`config.mk`:
```
export PLATFORM = sky130hd
export DESIGN_NAME = gnss_mode_ack_monitor_core
export DESIGN_NICKNAME = d
export VERILOG_FILES = /design/src/rtl/core/gmam_pkg.sv /design/src/rtl/core/gnss_mode_ack_monitor_core.sv /design/src/rtl/core/gmam_line_scan.sv
export SDC_FILE = /design/constraint.sdc
export NUM_CORES = 1
export LEC_CHECK = 0
export ABC_AREA = 1
export BUFFER_PORTS_ARGS = -buffer_cell sky130_fd_sc_hd__buf_2
export CAP_MARGIN = 20
export CORE_UTILIZATION = 43
export CTS_CLUSTER_DIAMETER = 120
export DETAILED_ROUTE_END_ITERATION = 7
export GPL_TIMING_DRIVEN = 0
export SYNTH_ARGS = -nofsm -noshare
export SYNTH_HDL_FRONTEND = slang
export SYNTH_HIERARCHICAL = 1
export SYNTH_SLANG_ARGS = --single-unit
```
`constraint.sdc`:
```
create_clock -name aclk -period 3.9 [get_ports aclk]
set_clock_uncertainty 0.15 [all_clocks]
set_input_delay 0.195 -clock aclk [delete_from_list [all_inputs] [get_ports aclk]]
set_output_delay 0.195 -clock aclk [all_outputs]
set_load 0.005 [all_outputs]
```
`src/rtl/core/gmam_pkg.sv`:
```
`timescale 1ns / 1ps

package gmam_pkg;

    typedef enum logic [1:0] {
        MODE_BYTE   = 2'd0,
        MODE_TICK   = 2'd1,
        MODE_ASSERT = 2'd2,
        MODE_UNUSED = 2'd3
    } mode_t;

    typedef struct packed {
        mode_t       mode;
        logic [7:0]  rx_byte;
    } in_item_t;

    typedef struct packed {
        logic signed [7:0] ack_flag;
        logic              balloon_confirmed;
        logic              send_assert;
    } out_item_t;

    // line-end outcome handed from the scanner to the flag logic
    typedef struct packed {
        logic        ack_load;
        logic [7:0]  ack_value;
        logic        banner;
    } line_evt_t;

    localparam int CFG_INDEX_W = 8;
    localparam int CFG_DATA_W  = 16;
    localparam logic [CFG_INDEX_W-1:0] CFG_IDX_PERIOD = 8'd0;
    localparam logic [CFG_INDEX_W-1:0] CFG_IDX_FRESH  = 8'd1;

    localparam logic [15:0] PERIOD_RESET = 16'd4000;
    localparam logic [15:0] FRESH_RESET  = 16'd20000;

    localparam int          MIN_LINE_BYTES = 8;
    localparam int          ACK_PAT_LEN    = 12;
    localparam int          BANNER_PRE_LEN = 6;
    localparam logic [7:0]  CH_CR    = 8'h0D;
    localparam logic [7:0]  CH_LF    = 8'h0A;
    localparam logic [7:0]  CH_NUL   = 8'h00;
    localparam logic [7:0]  CH_P     = 8'h50;
    localparam logic [7:0]  CH_ZERO  = 8'h30;
    localparam logic [7:0]  CH_ONE   = 8'h31;
    localparam logic [7:0]  FLAG_NONE     = 8'hFF;
    localparam logic [7:0]  FLAG_ACCEPTED = 8'd3;

    // "PMTK001,886,"
    function automatic logic [7:0] ack_pattern(input logic [3:0] idx);
        logic [7:0] ch;
        unique case (idx)
            4'd0:    ch = 8'h50;
            4'd1:    ch = 8'h4D;
            4'd2:    ch = 8'h54;
            4'd3:    ch = 8'h4B;
            4'd4:    ch = 8'h30;
            4'd5:    ch = 8'h30;
            4'd6:    ch = 8'h31;
            4'd7:    ch = 8'h2C;
            4'd8:    ch = 8'h38;
            4'd9:    ch = 8'h38;
            4'd10:   ch = 8'h36;
            4'd11:   ch = 8'h2C;
            default: ch = 8'h00;
        endcase
        return ch;
    endfunction

    // "PMTK01"
    function automatic logic [7:0] banner_prefix(input logic [2:0] idx);
        logic [7:0] ch;
        unique case (idx)
            3'd0:    ch = 8'h50;
            3'd1:    ch = 8'h4D;
            3'd2:    ch = 8'h54;
            3'd3:    ch = 8'h4B;
            3'd4:    ch = 8'h30;
            3'd5:    ch = 8'h31;
            default: ch = 8'h00;
        endcase
        return ch;
    endfunction

endpackage

```
`src/rtl/core/gnss_mode_ack_monitor_core.sv`:
```
`timescale 1ns / 1ps
// A result passes the input register, then the result register; it is held
// there while m_ready holds it back. Throughput: one item per cycle unless
// m_ready stalls; the line scan and tick counters update in one pass.
// Reset (aresetn low, synchronous) empties both stages, clears line state,
// sets the flag to -1 and loads the register defaults 4000 and 20000.
module gnss_mode_ack_monitor_core import gmam_pkg::*; #(
    parameter int LINE_BUFFER_BYTES = 96
) (
    input  logic                   aclk,
    input  logic                   aresetn,
    input  logic                   s_valid,
    output logic                   s_ready,
    input  in_item_t               s_item,
    output logic                   m_valid,
    input  logic                   m_ready,
    output out_item_t              m_item,
    input  logic                   cfg_valid,
    output logic                   cfg_ready,
    input  logic [CFG_INDEX_W-1:0] cfg_index,
    input  logic [CFG_DATA_W-1:0]  cfg_data
);

    logic        in_valid_reg;
    in_item_t    in_item_reg;
    logic        m_valid_reg;
    out_item_t   m_item_reg, m_item_next;
    logic        advance, process;

    logic [15:0] period_reg, fresh_reg;
    logic [7:0]  flag_reg, flag_next;
    logic [15:0] age_reg, age_next;
    logic [15:0] elapsed_reg, elapsed_next;
    logic        restart_reg, restart_next;
    logic        send;
    line_evt_t   evt;

    assign advance   = !m_valid_reg || m_ready;
    assign process   = in_valid_reg && advance;
    assign s_ready   = !in_valid_reg || advance;
    assign m_valid   = m_valid_reg;
    assign m_item    = m_item_reg;
    assign cfg_ready = 1'b1;

    gmam_line_scan #(
        .LINE_BUFFER_BYTES(LINE_BUFFER_BYTES)
    ) u_scan (
        .aclk    (aclk),
        .aresetn (aresetn),
        .advance (process),
        .item    (in_item_reg),
        .evt     (evt)
    );

    always_comb begin
        flag_next    = flag_reg;
        age_next     = age_reg;
        elapsed_next = elapsed_reg;
        restart_next = restart_reg;
        send         = 1'b0;

        unique case (in_item_reg.mode)
            MODE_BYTE: begin
                if (evt.ack_load) begin
                    flag_next = evt.ack_value;
                    if (evt.ack_value == FLAG_ACCEPTED) begin
                        age_next = '0;
                    end
                end
                if (evt.banner) begin
                    flag_next    = FLAG_NONE;
                    restart_next = 1'b1;
                end
            end
            MODE_TICK: begin
                if (age_reg != 16'hFFFF) begin
                    age_next = age_reg + 1'b1;
                end
                if (elapsed_reg != 16'hFFFF) begin
                    elapsed_next = elapsed_reg + 1'b1;
                end
                if (restart_reg || elapsed_next >= period_reg) begin
                    restart_next = 1'b0;
                    elapsed_next = '0;
                    send         = 1'b1;
                end
            end
            MODE_ASSERT: begin
                elapsed_next = '0;
                send         = 1'b1;
            end
            default: ;
        endcase

        m_item_next.ack_flag          = flag_next;
        m_item_next.balloon_confirmed = (flag_next == FLAG_ACCEPTED) && (age_next < fresh_reg);
        m_item_next.send_assert       = send;
    end

    always_ff @(posedge aclk) begin
        if (!aresetn) begin
            in_valid_reg <= 1'b0;
            m_valid_reg  <= 1'b0;
            period_reg   <= PERIOD_RESET;
            fresh_reg    <= FRESH_RESET;
            flag_reg     <= FLAG_NONE;
            age_reg      <= '0;
            elapsed_reg  <= '0;
            restart_reg  <= 1'b0;
        end else begin
            if (s_ready) begin
                in_valid_reg <= s_valid;
            end
            if (advance) begin
                m_valid_reg <= in_valid_reg;
            end
            if (process) begin
                flag_reg    <= flag_next;
                age_reg     <= age_next;
                elapsed_reg <= elapsed_next;
                restart_reg <= restart_next;
            end
            if (cfg_valid) begin
                if (cfg_index == CFG_IDX_PERIOD) begin
                    period_reg <= cfg_data;
                end else if (cfg_index == CFG_IDX_FRESH) begin
                    fresh_reg <= cfg_data;
                end
            end
        end
    end

    // payload registers
    always_ff @(posedge aclk) begin
        if (s_ready && s_valid) begin
            in_item_reg <= s_item;
        end
        if (process) begin
            m_item_reg <= m_item_next;
        end
    end

endmodule

```
`src/rtl/core/gmam_line_scan.sv`:
```
`timescale 1ns / 1ps

module gmam_line_scan import gmam_pkg::*; #(
    parameter int LINE_BUFFER_BYTES = 96
) (
    input  logic       aclk,
    input  logic       aresetn,
    input  logic       advance,
    input  in_item_t   item,
    output line_evt_t  evt
);

    localparam int LEN_W = $clog2(LINE_BUFFER_BYTES);
    localparam logic [LEN_W-1:0] LEN_MAX = LEN_W'(LINE_BUFFER_BYTES - 1);
    localparam logic [LEN_W-1:0] LEN_MIN = LEN_W'(MIN_LINE_BYTES);

    logic [LEN_W-1:0] len_reg, len_next;
    logic             ended_reg, ended_next;
    logic [3:0]       ack_prog_reg, ack_prog_next;
    logic [1:0]       cap_phase_reg, cap_phase_next;
    logic [7:0]       cap_char_reg, cap_char_next;
    logic [2:0]       ban_prog_reg, ban_prog_next;
    logic             ban_found_reg, ban_found_next;

    logic [7:0] c;
    logic       is_eol;
    logic [3:0] p;
    logic [2:0] b;

    assign c      = item.rx_byte;
    assign is_eol = (c == CH_LF) || (c == CH_CR);

    always_comb begin
        len_next       = len_reg;
        ended_next     = ended_reg;
        ack_prog_next  = ack_prog_reg;
        cap_phase_next = cap_phase_reg;
        cap_char_next  = cap_char_reg;
        ban_prog_next  = ban_prog_reg;
        ban_found_next = ban_found_reg;
        p              = ack_prog_reg;
        b              = ban_prog_reg;
        evt            = '0;

        if (item.mode == MODE_BYTE) begin
            if (is_eol) begin
                if (len_reg >= LEN_MIN) begin
                    evt.ack_load  = (cap_phase_reg != 2'd0);
                    evt.ack_value = ((cap_phase_reg == 2'd2) ? cap_char_reg : CH_NUL) - CH_ZERO;
                    evt.banner    = ban_found_reg;
                end
                len_next       = '0;
                ended_next     = 1'b0;
                ack_prog_next  = '0;
                cap_phase_next = '0;
                cap_char_next  = '0;
                ban_prog_next  = '0;
                ban_found_next = 1'b0;
            end else if (len_reg < LEN_MAX) begin
                len_next = len_reg + 1'b1;
                if (!ended_reg) begin
                    if (c == CH_NUL) begin
                        ended_next = 1'b1;
                        if (cap_phase_reg == 2'd1) begin
                            cap_char_next  = CH_NUL;
                            cap_phase_next = 2'd2;
                        end
                    end else begin
                        // acknowledge search, then capture of the following byte
                        if (cap_phase_reg == 2'd1) begin
                            cap_char_next  = c;
                            cap_phase_next = 2'd2;
                        end else if (cap_phase_reg == 2'd0) begin
                            if (p < 4'(ACK_PAT_LEN) && c == ack_pattern(p)) begin
                                p = p + 1'b1;
                            end else begin
                                p = (c == CH_P) ? 4'd1 : 4'd0;
                            end
                            if (p >= 4'(ACK_PAT_LEN)) begin
                                cap_phase_next = 2'd1;
                                p = '0;
                            end
                            ack_prog_next = p;
                        end
                        // restart banner: prefix then '0' or '1'
                        if (!ban_found_reg) begin
                            if (b >= 3'(BANNER_PRE_LEN)) begin
                                if (c == CH_ZERO || c == CH_ONE) begin
                                    ban_found_next = 1'b1;
                                    b = '0;
                                end else begin
                                    b = (c == CH_P) ? 3'd1 : 3'd0;
                                end
                            end else if (c == banner_prefix(b)) begin
                                b = b + 1'b1;
                            end else begin
                                b = (c == CH_P) ? 3'd1 : 3'd0;
                            end
                            ban_prog_next = b;
                        end
                    end
                end
            end
        end
    end

    always_ff @(posedge aclk) begin
        if (!aresetn) begin
            len_reg       <= '0;
            ended_reg     <= 1'b0;
            ack_prog_reg  <= '0;
            cap_phase_reg <= '0;
            cap_char_reg  <= '0;
            ban_prog_reg  <= '0;
            ban_found_reg <= 1'b0;
        end else if (advance) begin
            len_reg       <= len_next;
            ended_reg     <= ended_next;
            ack_prog_reg  <= ack_prog_next;
            cap_phase_reg <= cap_phase_next;
            cap_char_reg  <= cap_char_next;
            ban_prog_reg  <= ban_prog_next;
            ban_found_reg <= ban_found_next;
        end
    end

endmodule

```
# Word-level counts from Yosys, hierarchy flattened
# Memory sizes are Yosys's and may differ from the RTL's. A register that Yosys moved wholly into a read port is not among the register bits.
# Index checks and enable logic that the tools add are counted.
# totals
ff_bits,121
romBits,112
in_bits,39
elab_cells,186
memories,1
# mem_list
name,depth,width,read_ports,rd_clocked_by_memory_dff,wr,line_no,source
(name not given),16,7,1,1,0,gmam_pkg.sv:53,unique case (idx)
# op_classes
add_sub_neg,6
order_cmp,7
eq_ne,28
n_mux,89
bitwise,1
reduce_logical,34
# op_table
cell,n
$mux W8,24
$mux W16,6
$mux W4,17
$pmux W16 S2,2
$pmux W7 S6,1
$add A16 B1 Y16 const B,2
$ne A16 B16 Y1 const B,2
$mux W10,3
$mux W3,8
$eq A8 B2 Y1 const B,2
$eq A8 B4 Y1 const B,2
$eq A8 B6 Y1 const B,2
$eq A8 B8 Y1,2
$ge A16 B16 Y1,1
$logic_not A8 Y1,2
$lt A16 B16 Y1,1
$mux W1,16
$mux W2,8
$mux W7,2
$reduce_and A7 Y1,2
$reduce_bool A2 Y1,6
$reduce_and A5 Y1,2
$eq A8 B1 Y1 const B,1
$eq A8 B7 Y1 const B,1
other kinds (29),50

# Logic depth before layout (Yosys ltp)
# logic_depth
ltp_word,28
mapped_depth,24

# Modules after synthesis
# The synthesis kept the hierarchy.
# modules_own_cells
mod,n_inst,cells_each,area_each_um2,seq_area_each_um2
gnss_mode_ack_monitor_core,1,689,5139.9,2102.0
gmam_line_scan,1,389,2487.4,660.6

# Worst setup path after synthesis
# Ideal clock, no wire load.
# synth_timing
path_kind,register to register
start,register in_item_reg[6] in the netlist's numbering
end,"register m_item_reg, in the netlist m_item[1], data pin"
setup_time_ns,0.146
t_arrival_ns,3.082
setup_slack_ns,0.522
stages_incl_launch_ff,23
period_less_slack_ns,3.378
cell_sequence,edfxtp_1 -> nor2_2 -> nand2_2 -> clkinv_2 -> nand2_1 -> nor4_1 -> inv_2 -> nor2_1 -> nand2_1 -> nor2_1 -> nand3_1 -> nand2_1 -> nand2_1 -> inv_1 -> nand4_1 -> o21ai_0 -> inv_1 -> ha_1 -> nand2_1 -> nor2_1 -> a211oi_1 -> nand2_1 -> a21oi_1
# synth_rtl
item,line_no,source
start: declaration,gnss_mode_ack_monitor_core.sv:25,in_item_t in_item_reg;
start signal: assignment,gnss_mode_ack_monitor_core.sv:136,in_item_reg <= s_item;
end signal: assignment,gnss_mode_ack_monitor_core.sv:139,m_item_reg <= m_item_next;
end: declaration,gnss_mode_ack_monitor_core.sv:27,"out_item_t m_item_reg, m_item_next;"

==> results.toml <==
[outcome]
status = "completed"

[logic_synthesis]
async_reset_ff_share_pct = 0
syn_avg_cell_area_sq_um = 7.08
ys_seq_area_share_pct = 36.2
synth_area_sq_um = 7630
synth_most_common_cell = "nand2_1"
yosysTopAreaCell = "dfxtp_1"
yosys-top-cells-area = "dfxtp_1, nand2_1, inv_1"
synth_edf_count = 20
yosysWarnings = 6
syn_inst = 1078
syn-num-nets = 1165
synth.distinct_cells = 50
ys_ff_latch = 128
yosysTopAreaCellShare_pct = 28.3
synthFlopType = "dfxtp_1"
synth_commonest_cells = "nand2_1, inv_1, dfxtp_1"

[sta]
hold_viol_final = 0
slew_headroom_pct = 55.7
fmax_mhz = 271
fin_crit_sh_pct = 94.8
fin_ws_ns = 0.205
fin_setup_tns_ns = 0
setup_violations = 0
slew_violations = 0
timing.hold.ws_ns = 0.0757
rsz0062_at_grt = "true"
worst_pin_slew_ns = 0.665
period_minus_slack_ns = 3.70

[clock_tree]
cts_sinks = 128
cts_tree = "done"
clkTransAtPathRegs_ns = 0.06
cts_root_buf = "clkbuf_16"
clk_path_buf_depth = 2
cts_inserted_buffers = 17
htree_levels = 4
clock_latency_ns = 0.42

[setup_path]
worstPathArrival_ns = 3.81
crit_path_cell_trace = "buf_6 > nand2_1 > o21ai_2 > nor2_1 > nand2_2 > nor4_4 > inv_2 > buf_4 > nor2_1 > nor3_1 > nand3_1 > nand2_1 > nand2_4 > inv_2 > o21ai_0 > ha_1 > a21oi_1 > o21ai_1 > nor3_2 > nand3_1 > a21oi_2"
worst_ep_required_time_ns = 4.02
cp-end-kind = "register"
path_delay_family = "simple AND/OR/NAND/NOR gates"
critPathMaxFanout = 8
critPathSlowestCell = "edfxtp_1"
start_kind = "register"
max_stage_delay_ns = 0.38
critPathBufInv = 4
crit_type = "register to register"

[global_route]
grt_pass1_vias = 6586
grt_start_max_net_pins = 21
grt_pass1_wl_um = 31600
grt_use_total_pct = 22.1
overflow = 0
antenna_found_initial = 0

[routing]
route.detailed.drc = 0
drt-total-wl_um = 19100
firstDrtPassIters = 5
drtAntennaViolNets = 0
viasPerCell = 4.94
vias = 7043
drt_iter0_drc = 376
post_drt_wl_per_cell_um = 13.4

[die]
ios = 52
num_rows = 48
dieArea_sq_um = 18300
core_sq_um = 17300
initial_core_util_pct = 44.1
die_y_um = 135
die_w_um = 135

[power_and_ir_drop]
leakage_nw = 4.09
p_per_area_nw_per_um2 = 362
ir_drop_mv = 0.480
finalPower_mw = 3.33

[worst_hold_path]
min_path_type = "input port to register"

[final_layout]
syn2layout_area_growth_pct = 20.8
final_core_util_pct = 53.3
nets = 1275
final_layout_size_suffix_gt1_share_pct = 13.7
antenna_cells = 0

[job]
cap_violations = 0

[placement]
placement.io_buffers = 50
hpwl_um = 14100
gp_congestion = 0.874
post-place-ws_ns = -0.587
==> worst reg2reg max path, cell delays in order (launching register included) <==
cell and delay (ns):
edfxtp_1 0.38, buf_6 0.15, nand2_1 0.07, o21ai_2 0.07
nor2_1 0.12, nand2_2 0.10, nor4_4 0.18, inv_2 0.14
buf_4 0.17, nor2_1 0.14, nor3_1 0.08, nand3_1 0.07
nand2_1 0.08, nand2_4 0.14, inv_2 0.11, o21ai_0 0.30
ha_1 0.31, a21oi_1 0.14, o21ai_1 0.12, nor3_2 0.20
nand3_1 0.15, a21oi_2 0.17
==> layout make-up <==
| class | instances | area [sq um] |
|---|---|---|
| tap | 225 | 282 |
| timing repair buffer | 91 | 641 |
| clock buffer | 17 | 425 |
| buffer | 31 | 155 |
| fill | 1716 | 8090 |
| sequential | 128 | 2760 |
| clock inverter | 15 | 169 |
| multi-input combinational | 742 | 4110 |
| inverter | 177 | 666 |
==> power by group <==
group | internal [mW] | total (mW) | switching (mW) | leakage, nW
sequential | 1.38 | 1.41 | 0.0284 | 1.06
combinational | 0.121 | 0.314 | 0.193 | 2.75
clock | 0.998 | 1.61 | 0.609 | 0.280
==> metal layers <==
| metal | global-route usage, % | vias to the layer above | part of all wire, % |
|---|---|---|---|
| met5 | 0 | - | 0 |
| met4 | 7.18 | 0 | 1.5 |
| met3 | 3.93 | 19 | 3.5 |
| met2 | 37.1 | 121 | 46 |
| met1 | 28.6 | 3176 | 49 |
| li1 | - | 3727 | - |
==> metrics by stage <==
stage	instance area, sq um	std cells
floorplan	7630	1078
global placement	8160	1353
detailed placement	8160	1353
CTS	9130	1420
global route	9210	1426
finish	9210	1426
==> what timing repair did <==
item,in CTS,in global routing
hold buffers,30,0
endpoints found under the hold margin,42,0
setup buffers,5,5
gates resized for setup,9,9
pin swaps,0,3
setup endpoints to repair,1,11
==> cells by family after synthesis <==
group,count (synthesis),synth area share [%]
simple gates,447,26.0
fa+ha+maj,48,7.87
compound gates,228,16.9
flops,128,36.2
xor+xnor,18,2.17
buf+inv,208,10.8
other cells,1,0.0492
==> cells in the final DEF, fill, tap and decap left out, types with 10 or more instances in the layout <==
cell type	count
nor3_1	14
nor2_1	96
buf_2	53
buf_4	13
nand2_1	229
dlygate4sd3_1	30
nand3_1	44
clkbuf_1	20
nand4_1	16
ha_1	48
edfxtp_1	20
o211ai_1	14
xor2_1	12
dfxtp_1	108
o21ai_0	71
nand2_2	13
a211oi_1	10
a21oi_1	94
clkbuf_16	17
inv_1	166
==> final timing paths <==
check                 startpoint        endpoint  slack [ns]  depth (start not counted)
setup / recovery  in_item_reg[1]       m_item[1]        0.20                         21
hold / removal      cfg_index[0]   period_reg[0]        0.08                          6
setup reg to reg  in_item_reg[1]       m_item[1]        0.20                         21
hold reg to reg   period_reg[13]  period_reg[13]        0.31                          2
(Power assumes the default switching activity.)
